[src/rtl/core/lcs_pkg.sv]
package lcs_pkg;

  localparam int DEF_MAX_WIDTH = 256;
  localparam int DEF_MAX_ROWS  = 64;
  localparam int DEF_FRAC_BITS = 12;

  localparam int PIX_W    = 8;
  localparam int WEIGHT_W = 22;
  localparam int MOMENT_W = 30;
  localparam int POS_W    = 16;
  localparam int CFG_W    = 22;
  localparam int CFG_IDX_W = 3;

  localparam logic [CFG_IDX_W-1:0] REG_LINE_WIDTH    = 3'd0;
  localparam logic [CFG_IDX_W-1:0] REG_LINE_COUNT    = 3'd1;
  localparam logic [CFG_IDX_W-1:0] REG_MIN_WEIGHT    = 3'd2;
  localparam logic [CFG_IDX_W-1:0] REG_POS_GAIN      = 3'd3;
  localparam logic [CFG_IDX_W-1:0] REG_BASE_VELOCITY = 3'd4;
  localparam logic [CFG_IDX_W-1:0] REG_CURVE_DECEL   = 3'd5;
  localparam logic [CFG_IDX_W-1:0] REG_PWM_MAX       = 3'd6;

  // Commands from the controller to the datapath.
  typedef struct packed {
    logic accumulate;
    logic div_start;
    logic pos_load;
    logic vel_start;
    logic wheel_calc;
    logic out_load;
  } lcs_cmd_t;

  // Status from the datapath to the controller.
  typedef struct packed {
    logic frame_end;
    logic div_done;
    logic pos_needed;
  } lcs_status_t;

  typedef struct packed {
    logic              update_valid;
    logic [POS_W-1:0]  steer_position;
    logic              left_reverse;
    logic [7:0]        left_duty;
    logic              right_reverse;
    logic [7:0]        right_duty;
  } lcs_result_t;

endpackage

[src/rtl/core/lcs_control.sv]
module lcs_control
  import lcs_pkg::*;
(
  input  logic        clk,
  input  logic        rst,
  input  logic        in_valid,
  output logic        in_ready,
  output logic        out_valid,
  input  logic        out_ready,
  input  lcs_status_t status,
  output lcs_cmd_t    cmd
);

  localparam logic [2:0] S_PIXEL  = 3'd0;
  localparam logic [2:0] S_PDIV   = 3'd1;
  localparam logic [2:0] S_VSTART = 3'd2;
  localparam logic [2:0] S_VDIV   = 3'd3;
  localparam logic [2:0] S_WHEEL  = 3'd4;
  localparam logic [2:0] S_OUT    = 3'd5;
  localparam logic [2:0] S_HOLD   = 3'd6;

  logic [2:0] state, state_next;
  logic       out_busy;
  logic       waited;

  assign in_ready  = (state == S_PIXEL);
  assign out_valid = out_busy;

  always_comb begin
    cmd = '0;
    state_next = state;
    case (state)
      S_PIXEL: begin
        if (in_valid) begin
          cmd.accumulate = 1'b1;
          if (status.frame_end) state_next = S_HOLD;
        end
      end
      S_HOLD: begin
        if (status.pos_needed) begin
          cmd.div_start = 1'b1;
          state_next = S_PDIV;
        end else begin
          cmd.pos_load = 1'b1;
          state_next = S_VSTART;
        end
      end
      S_PDIV: begin
        if (status.div_done && waited) begin
          cmd.pos_load = 1'b1;
          state_next = S_VSTART;
        end
      end
      S_VSTART: begin
        cmd.div_start = 1'b1;
        state_next = S_VDIV;
      end
      S_VDIV: begin
        if (status.div_done && waited) begin
          cmd.vel_start = 1'b1;
          state_next = S_WHEEL;
        end
      end
      S_WHEEL: begin
        cmd.wheel_calc = 1'b1;
        state_next = S_OUT;
      end
      S_OUT: begin
        if (!out_busy || out_ready) begin
          cmd.out_load = 1'b1;
          state_next = S_PIXEL;
        end
      end
      default: state_next = S_PIXEL;
    endcase
  end

  always_ff @(posedge clk) begin
    if (rst) begin
      state <= S_PIXEL;
      out_busy <= 1'b0;
      waited <= 1'b0;
    end else begin
      state <= state_next;
      waited <= !cmd.div_start && (state == S_PDIV || state == S_VDIV);
      if (cmd.out_load) out_busy <= 1'b1;
      else if (out_ready) out_busy <= 1'b0;
    end
  end

endmodule

[config.mk]
export PLATFORM = sky130hd
export DESIGN_NAME = lcs_control
export DESIGN_NICKNAME = d
export VERILOG_FILES = /design/src/rtl/core/lcs_pkg.sv /design/src/rtl/core/lcs_control.sv
export SDC_FILE = /design/constraint.sdc
export NUM_CORES = 1
export LEC_CHECK = 0
export BUFFER_PORTS_ARGS = -buffer_cell sky130_fd_sc_hd__buf_4
export CORE_AREA = 5 5 42 44
export CTS_BUF_LIST = sky130_fd_sc_hd__clkbuf_8
export CTS_CLUSTER_DIAMETER = 150
export DETAILED_ROUTE_END_ITERATION = 10
export DIE_AREA = 0 0 47 49
export GPL_ROUTABILITY_DRIVEN = 0
export SYNTH_ARGS = -nofsm -noshare
export SYNTH_HDL_FRONTEND = slang
export SYNTH_SLANG_ARGS = --single-unit
[constraint.sdc]
create_clock -name clk -period 1.3 [get_ports clk]
set_input_delay 0.13 -clock clk [delete_from_list [all_inputs] [get_ports clk]]
set_output_delay 0.13 -clock clk [all_outputs]
set_load 0.03 [all_outputs]
==> run summary, run 1 <==
• 2 — largest buffer count on any clock path
• 0.2930 — Synth top area share
• sky130_fd_sc_hd__dfxtp_1 — post-synthesis cell type with the largest combined area
• 3 — cts bufs inserted
• 0.002798 ns — Setup Skew
• done — CTS tree
• rst — beginning of the worst hold path
• 0.9703 — period utilisation layout
• 14 — buffers added on ports
• 7.763 sq um — Post-Synthesis Mean Instance Area
• 1 — H-tree depth reported by CTS
• 5 — register bit count reported by yosys
• primary input to flop — type of the worst min-delay path
• 5 — clk sinks
• state[1] — capture endpoint of the worst hold path
• 72.89% — area growth from synthesis to final layout
• 0 — max-cap violations
• 792.7 MHz — maximum operating frequency
• 0 — antenna diode count
• 262.8 sq um — footprint of the multi-input gates
• 14 — number of placement rows
• 0.37 ns — delay of the slowest critical-path stage
• nor2b_2 > o2bb2ai_2 > buf_4 — crit path cell chain
• flop — nature of the critical path startpoint
• 1600 um — first-pass GRT wire length
• sky130_fd_sc_hd__dfxtp_2 — cell type of the slowest stage on the worst timing path
• 0 — total of warnings raised by yosys
• 1 — first-iteration detailed-routing DRC count
• 12.40 um — Routed WL per cell
• 6 — maximum fanout encountered on the critical timing path
• 108.9 sq um — sequential standard cell area
• 0 — DRC
• 0 — CTS hold repair buffers
• finished, final reports clean — outcome
• 19 — count of cell types in the netlist
• 893.6 uV — Max VDD drop
• 348 — vias in the first global route
• yes — unrepaired setup endpoints after global routing
• 0.2930 — post-synthesis sequential area ratio
• 12 — maximum number of pins on one net before global-route repair
• 49 um — DIE HEIGHT
• 51 — Net Count, Synth
• 0.2563 nW — leakage component of the power
• 380 — via count
• 0 — final number of hold-violating endpoints
• 2377 nW/um^2 — power density over the cells
• 15 — boundary pin count
• 590.6 sq um — Design Area, Final
• 2303 sq um — total die area
• 341.6 sq um — post-synthesis cell area
• 1401 sq um — Placeable Area
• 0.18 ns — worst reg-to-reg setup slack
• sky130_fd_sc_hd__clkbuf_8 — clock tree root buffer cell
• 636 um — post-DP HPWL
• 4.750 — routed via count divided by cell count
• 0.04 ns — clock-pin transition on the worst setup and hold timing paths
• sky130_fd_sc_hd__dfxtp_1 29%, sky130_fd_sc_hd__nor2b_1 11%, sky130_fd_sc_hd__a21oi_1 10% — synth top area cells
• 0 — global route total overflow
• 5 — length in cells of the worst reg-to-reg path
• flop to primary output — type of the worst setup path
• 44 — synthesized netlist cell count
• 0.2635 ns — actual slew at the worst max-slew pin
• state[0] — R2R Path End
• 0 — Final setup violation count
• 154 — Fill cells
• 0 — initial antenna violation count
• 1.17 ns — data required time at the worst endpoint
• 476.7 sq um — Area after DPL
• 72 — layout net count
• 0 — number of max-slew violations in the final report
• 0.2438 — initial cell density of the core
• 1.13 ns — signal arrival time at the worst endpoint
• state[0] — Reg-to-Reg Start
• 992 um — total length of routed wires
• 0.23 ns — clk_lat worst skew
• 0.1001 — overall routing resource usage
• 2 — worst hold stages
• 3 — number of iterations in the first detailed-routing pass
• 0.8239 — Slew headroom
• 1.261 ns — fin crit period
• 47 um — x dimension of the die
• 0.09568 ns — WHS
• 0 — antenna-violating nets left
• 0.5625 — ratio of cells with drive above 1 in the final layout
• primary output — Crit. End Element
## registers in the layout, summed over array words and instances (netlist names)
signal	flops
out_valid	1
state	3
waited	1
## worst max-delay path, delay by kind of cell (launching register included)
kind	cells	cell delay, ns
compound gates	1	0.13
buf+inv	1	0.17
flops	1	0.37
simple gates	1	0.23
## layout by cell type (no fill, tap or decap), types with 2 or more instances in the layout
master | Yosys | routed
sky130_fd_sc_hd__buf_4 | 1 | 16
sky130_fd_sc_hd__a2111o_1 | 2 | 2
sky130_fd_sc_hd__a21oi_1 | 7 | 7
sky130_fd_sc_hd__nor2b_1 | 6 | 3
sky130_fd_sc_hd__o21ai_1 | 2 | 2
sky130_fd_sc_hd__nor2_1 | 5 | 3
sky130_fd_sc_hd__nor2b_2 | 0 | 3
sky130_fd_sc_hd__dfxtp_1 | 5 | 2
sky130_fd_sc_hd__dfxtp_4 | 0 | 2
sky130_fd_sc_hd__clkbuf_8 | 0 | 3
sky130_fd_sc_hd__buf_6 | 1 | 3
sky130_fd_sc_hd__nand2_1 | 3 | 3
## synth_stat cells
cell                        number
sky130_fd_sc_hd__nor2_1          5
sky130_fd_sc_hd__o21ai_1         2
sky130_fd_sc_hd__nor3b_1         1
sky130_fd_sc_hd__nand2_1         3
sky130_fd_sc_hd__and2_1          1
sky130_fd_sc_hd__a21oi_1         7
sky130_fd_sc_hd__o211a_1         1
sky130_fd_sc_hd__nand2_2         1
sky130_fd_sc_hd__o2bb2ai_1       2
sky130_fd_sc_hd__dfxtp_1         5
sky130_fd_sc_hd__a2111o_1        2
sky130_fd_sc_hd__nand2b_1        2
sky130_fd_sc_hd__buf_4           1
sky130_fd_sc_hd__a22oi_1         1
sky130_fd_sc_hd__nand3_1         1
sky130_fd_sc_hd__nor3_2          1
sky130_fd_sc_hd__nor2b_1         6
sky130_fd_sc_hd__buf_2           1
sky130_fd_sc_hd__buf_6           1
## per-layer routing
metal,global-route usage,share of wire,vias up
li1,-,-,197
met1,0.1256,0.42,169
met2,0.1244,0.48,10
met3,0.03321,0.055,4
met4,0.09677,0.046,0
met5,0,0,-
## layout make-up
type | instances | area share
Multi-Input combinational cell | 36 | 0.4449
Timing Repair Buffer | 19 | 0.2606
Sequential cell | 5 | 0.1843
Clock buffer | 3 | 0.06992
Tap cell | 16 | 0.03390
Clock inverter | 1 | 0.006356
## worst max path at each step
stage | start | end | slack [ns] | depth (start not counted)
floorplan | state[0] | cmd[5] | -0.04 | 3
global placement | state[0] | cmd[5] | 0.15 | 4
detailed placement | state[1] | state[0] | 0.13 | 3
CTS | state[1] | cmd[3] | 0.02 | 3
global route | state[2] | cmd[3] | -0.03 | 3
finish | state[2] | cmd[3] | 0.04 | 3
## cells by family (layout without fill, tap and decap cells)
logic type	Yosys count	after routing	share of synthesized area
AND/OR/NAND/NOR	21	21	0.3370
AO/OA/AOI/OAI	15	15	0.3004
flip-flops	5	5	0.2931
buffers and inverters	3	23	0.06959
## power by group
| part | internal, mW | switching, mW | leakage (nW) |
|---|---|---|---|
| Combinational | 0.392 | 0.421 | 0.187 |
| Clock | 0.203 | 0.0858 | 0.0269 |
| Sequential | 0.220 | 0.0823 | 0.0426 |
| Total | 0.815 | 0.589 | 0.256 |
## per-stage QoR
stage | setup TNS [ns] | utilization | power (mW) | setup WS (ns) | cells
floorplan | -0.03704 | - | 0.7742 | -0.03704 | 44
global placement | 0 | 0.3402 | 0.9576 | 0.1513 | 74
detailed placement | 0 | 0.3402 | 0.9641 | 0.1282 | 74
CTS | 0 | 0.4009 | 1.368 | 0.01947 | 80
global route | -0.08004 | 0.4214 | 1.503 | -0.03200 | 80
finish | 0 | 0.4214 | 1.404 | 0.03855 | 80
## repair_timing
item,CTS,global route
resized for setup,9,8
setup buffers,2,0
setup endpoints to repair,6,5
Note: power is estimated with default switching activity, not from simulation.
==> inputs of run 2 (changes only) <==
--- a/config.mk
+++ b/config.mk
@@ -12,6 +12,7 @@
 export DETAILED_ROUTE_END_ITERATION = 10
 export DIE_AREA = 0 0 47 49
 export GPL_ROUTABILITY_DRIVEN = 0
+export RECOVER_POWER = 25
 export SYNTH_ARGS = -nofsm -noshare
 export SYNTH_HDL_FRONTEND = slang
 export SYNTH_SLANG_ARGS = --single-unit
==> run 2 against run 1 <==
Critical path type unchanged; sequential power is essentially flat; routed wire length is 0.40% higher; critical endpoint unchanged; total power is 0.16% lower; global-route usage unchanged; clock power barely moved; hold slack hardly changed; critical path depth unchanged; clock-buffer cell count is the same; combinational power is essentially flat.
==> run summary, run 2 (same netlist as run 1, synthesis figures left out) <==
• 0.1001 — overall routing resource usage
• state — register with the most flip-flops
• 12.45 um — Routed WL per cell
• 0.23 ns — clk_lat worst skew
• 2 — largest buffer count on any clock path
• state[2] — Setup crit start
• 0 — initial antenna violation count
• 156 — Fill cells
• 0.03877 ns — minimum setup slack in the final design
• 0.5469 — ratio of cells with drive above 1 in the final layout
• 996 um — total length of routed wires
• flop — nature of the critical path startpoint
• primary output — Crit. End Element
• 12 — maximum number of pins on one net before global-route repair
• 0 — antenna-violating nets left
• 1600 um — first-pass GRT wire length
• 6 — maximum fanout encountered on the critical timing path
• 0.3605 ns — actual slew at the worst max-slew pin
• 15 x sky130_fd_sc_hd__buf_4, 7 x sky130_fd_sc_hd__a21oi_1 — leading cell types in the layout, fill and taps excluded
• 3 — cts bufs inserted
• 72 — layout net count
• yes — unrepaired setup endpoints after global routing
• sky130_fd_sc_hd__clkbuf_8 — clock tree root buffer cell
• 0.1282 ns — Worst Setup Slack post-DPL
• 1 — H-tree depth reported by CTS
• 1.17 ns — data required time at the worst endpoint
• 2303 sq um — total die area
• 49 um — DIE HEIGHT
• done — CTS tree
• 4.763 — routed via count divided by cell count
• 0.04 ns — clock-pin transition on the worst setup and hold timing paths
• 3 — max FFs per register
• 586.8 sq um — Design Area, Final
• 348 — vias in the first global route
• 3 — first-iteration detailed-routing DRC count
• 2389 nW/um^2 — power density over the cells
• 0 — DRC
• 0 — global route total overflow
• 0.003127 ns — Setup Skew
• 0.7607 — Slew headroom
• 0.2520 nW — leakage component of the power
• 0 — CTS hold repair buffers
• 0 — final number of hold-violating endpoints
• sky130_fd_sc_hd__buf_4 — most common library cell in the layout ignoring fill and taps
• rst — beginning of the worst hold path
• 47 um — x dimension of the die
• 0 — Final setup violation count
• 0 — antenna diode count
• primary input to flop — type of the worst min-delay path
• 636 um — post-DP HPWL
• 71.79% — area growth from synthesis to final layout
• 0 — number of max-slew violations in the final report
• 792.9 MHz — maximum operating frequency
• flop to primary output — type of the worst setup path
• 1.13 ns — signal arrival time at the worst endpoint
• 3 — number of iterations in the first detailed-routing pass
• state[0] — Reg-to-Reg Start
• 1.402 mW — sum of internal, switching and leakage power
• 14 — buffers added on ports
• 14 — number of placement rows
• 893.8 uV — Max VDD drop
• 5 — clk sinks
• 15 — boundary pin count
• 476.7 sq um — Area after DPL
• 1401 sq um — Placeable Area
• 0.2438 — initial cell density of the core
• 0.9702 — period utilisation layout
• 381 — via count
• 1.261 ns — fin crit period
• finished, final reports clean — outcome
• 0 — max-cap violations
run 2: cell types whose count changed in the layout (fill, tap and decap cells not counted):
cell                       delta
sky130_fd_sc_hd__clkbuf_1     +1
sky130_fd_sc_hd__buf_4        -1
run 2: per-layer routing:
layer / vias to the layer above / track usage / wire length [um]
li1: 197 / - / -
met1: 170 / 0.1256 / 422
met2: 10 / 0.1244 / 472
met3: 4 / 0.03321 / 55
met4: 0 / 0.09677 / 46
met5: - / 0 / 0
run 2: path summary, 6_finish.rpt:
kind	to	slack, ns	cells past startpoint
setup reg to reg	state[0]	0.18	5
hold / removal	state[1]	0.1	2
setup / recovery	cmd[3]	0.04	3
hold reg to reg	state[1]	0.59	2
run 2: metrics by stage:
step | utilization | instances | setup TNS (ns) | hold slack (ns)
after floorplan | - | 44 | -0.03704 | 0.1991
after detailed placement | 0.3402 | 74 | 0 | 0.3429
final | 0.4188 | 80 | 0 | 0.09574
after global placement | 0.3402 | 74 | 0 | 0.3431
after CTS | 0.4009 | 80 | 0 | 0.09504
after global routing | 0.4188 | 80 | -0.08004 | 0.1067
run 2: cell type report:
type	count	area, sq um	area share
Tap cell	16	20.02	0.03412
Multi-Input combinational cell	36	262.8	0.4478
Timing Repair Buffer	19	150.1	0.2559
Clock inverter	1	3.754	0.006397
Sequential cell	5	108.9	0.1855
Clock buffer	3	41.29	0.07036
run 2: power breakdown:
part / internal [mW] / leakage [nW] / switching, mW / total [mW]
clock network: 0.203 / 0.0269 / 0.0851 / 0.288
registers: 0.220 / 0.0426 / 0.0824 / 0.302
logic: 0.390 / 0.182 / 0.421 / 0.811
run 2: worst max-delay path: stages, from the launching register on:
cell and delay [ns]:
sky130_fd_sc_hd__dfxtp_2 0.37, sky130_fd_sc_hd__nor2b_2 0.23, sky130_fd_sc_hd__o2bb2ai_2 0.13, sky130_fd_sc_hd__buf_4 0.17
run 2: timing repair:
action,4_1_cts,5_1_grt
setup endpoints to repair,6,5
cloned,0,0
pin swaps,0,0
gates resized for setup,9,8
setup buffers,2,0
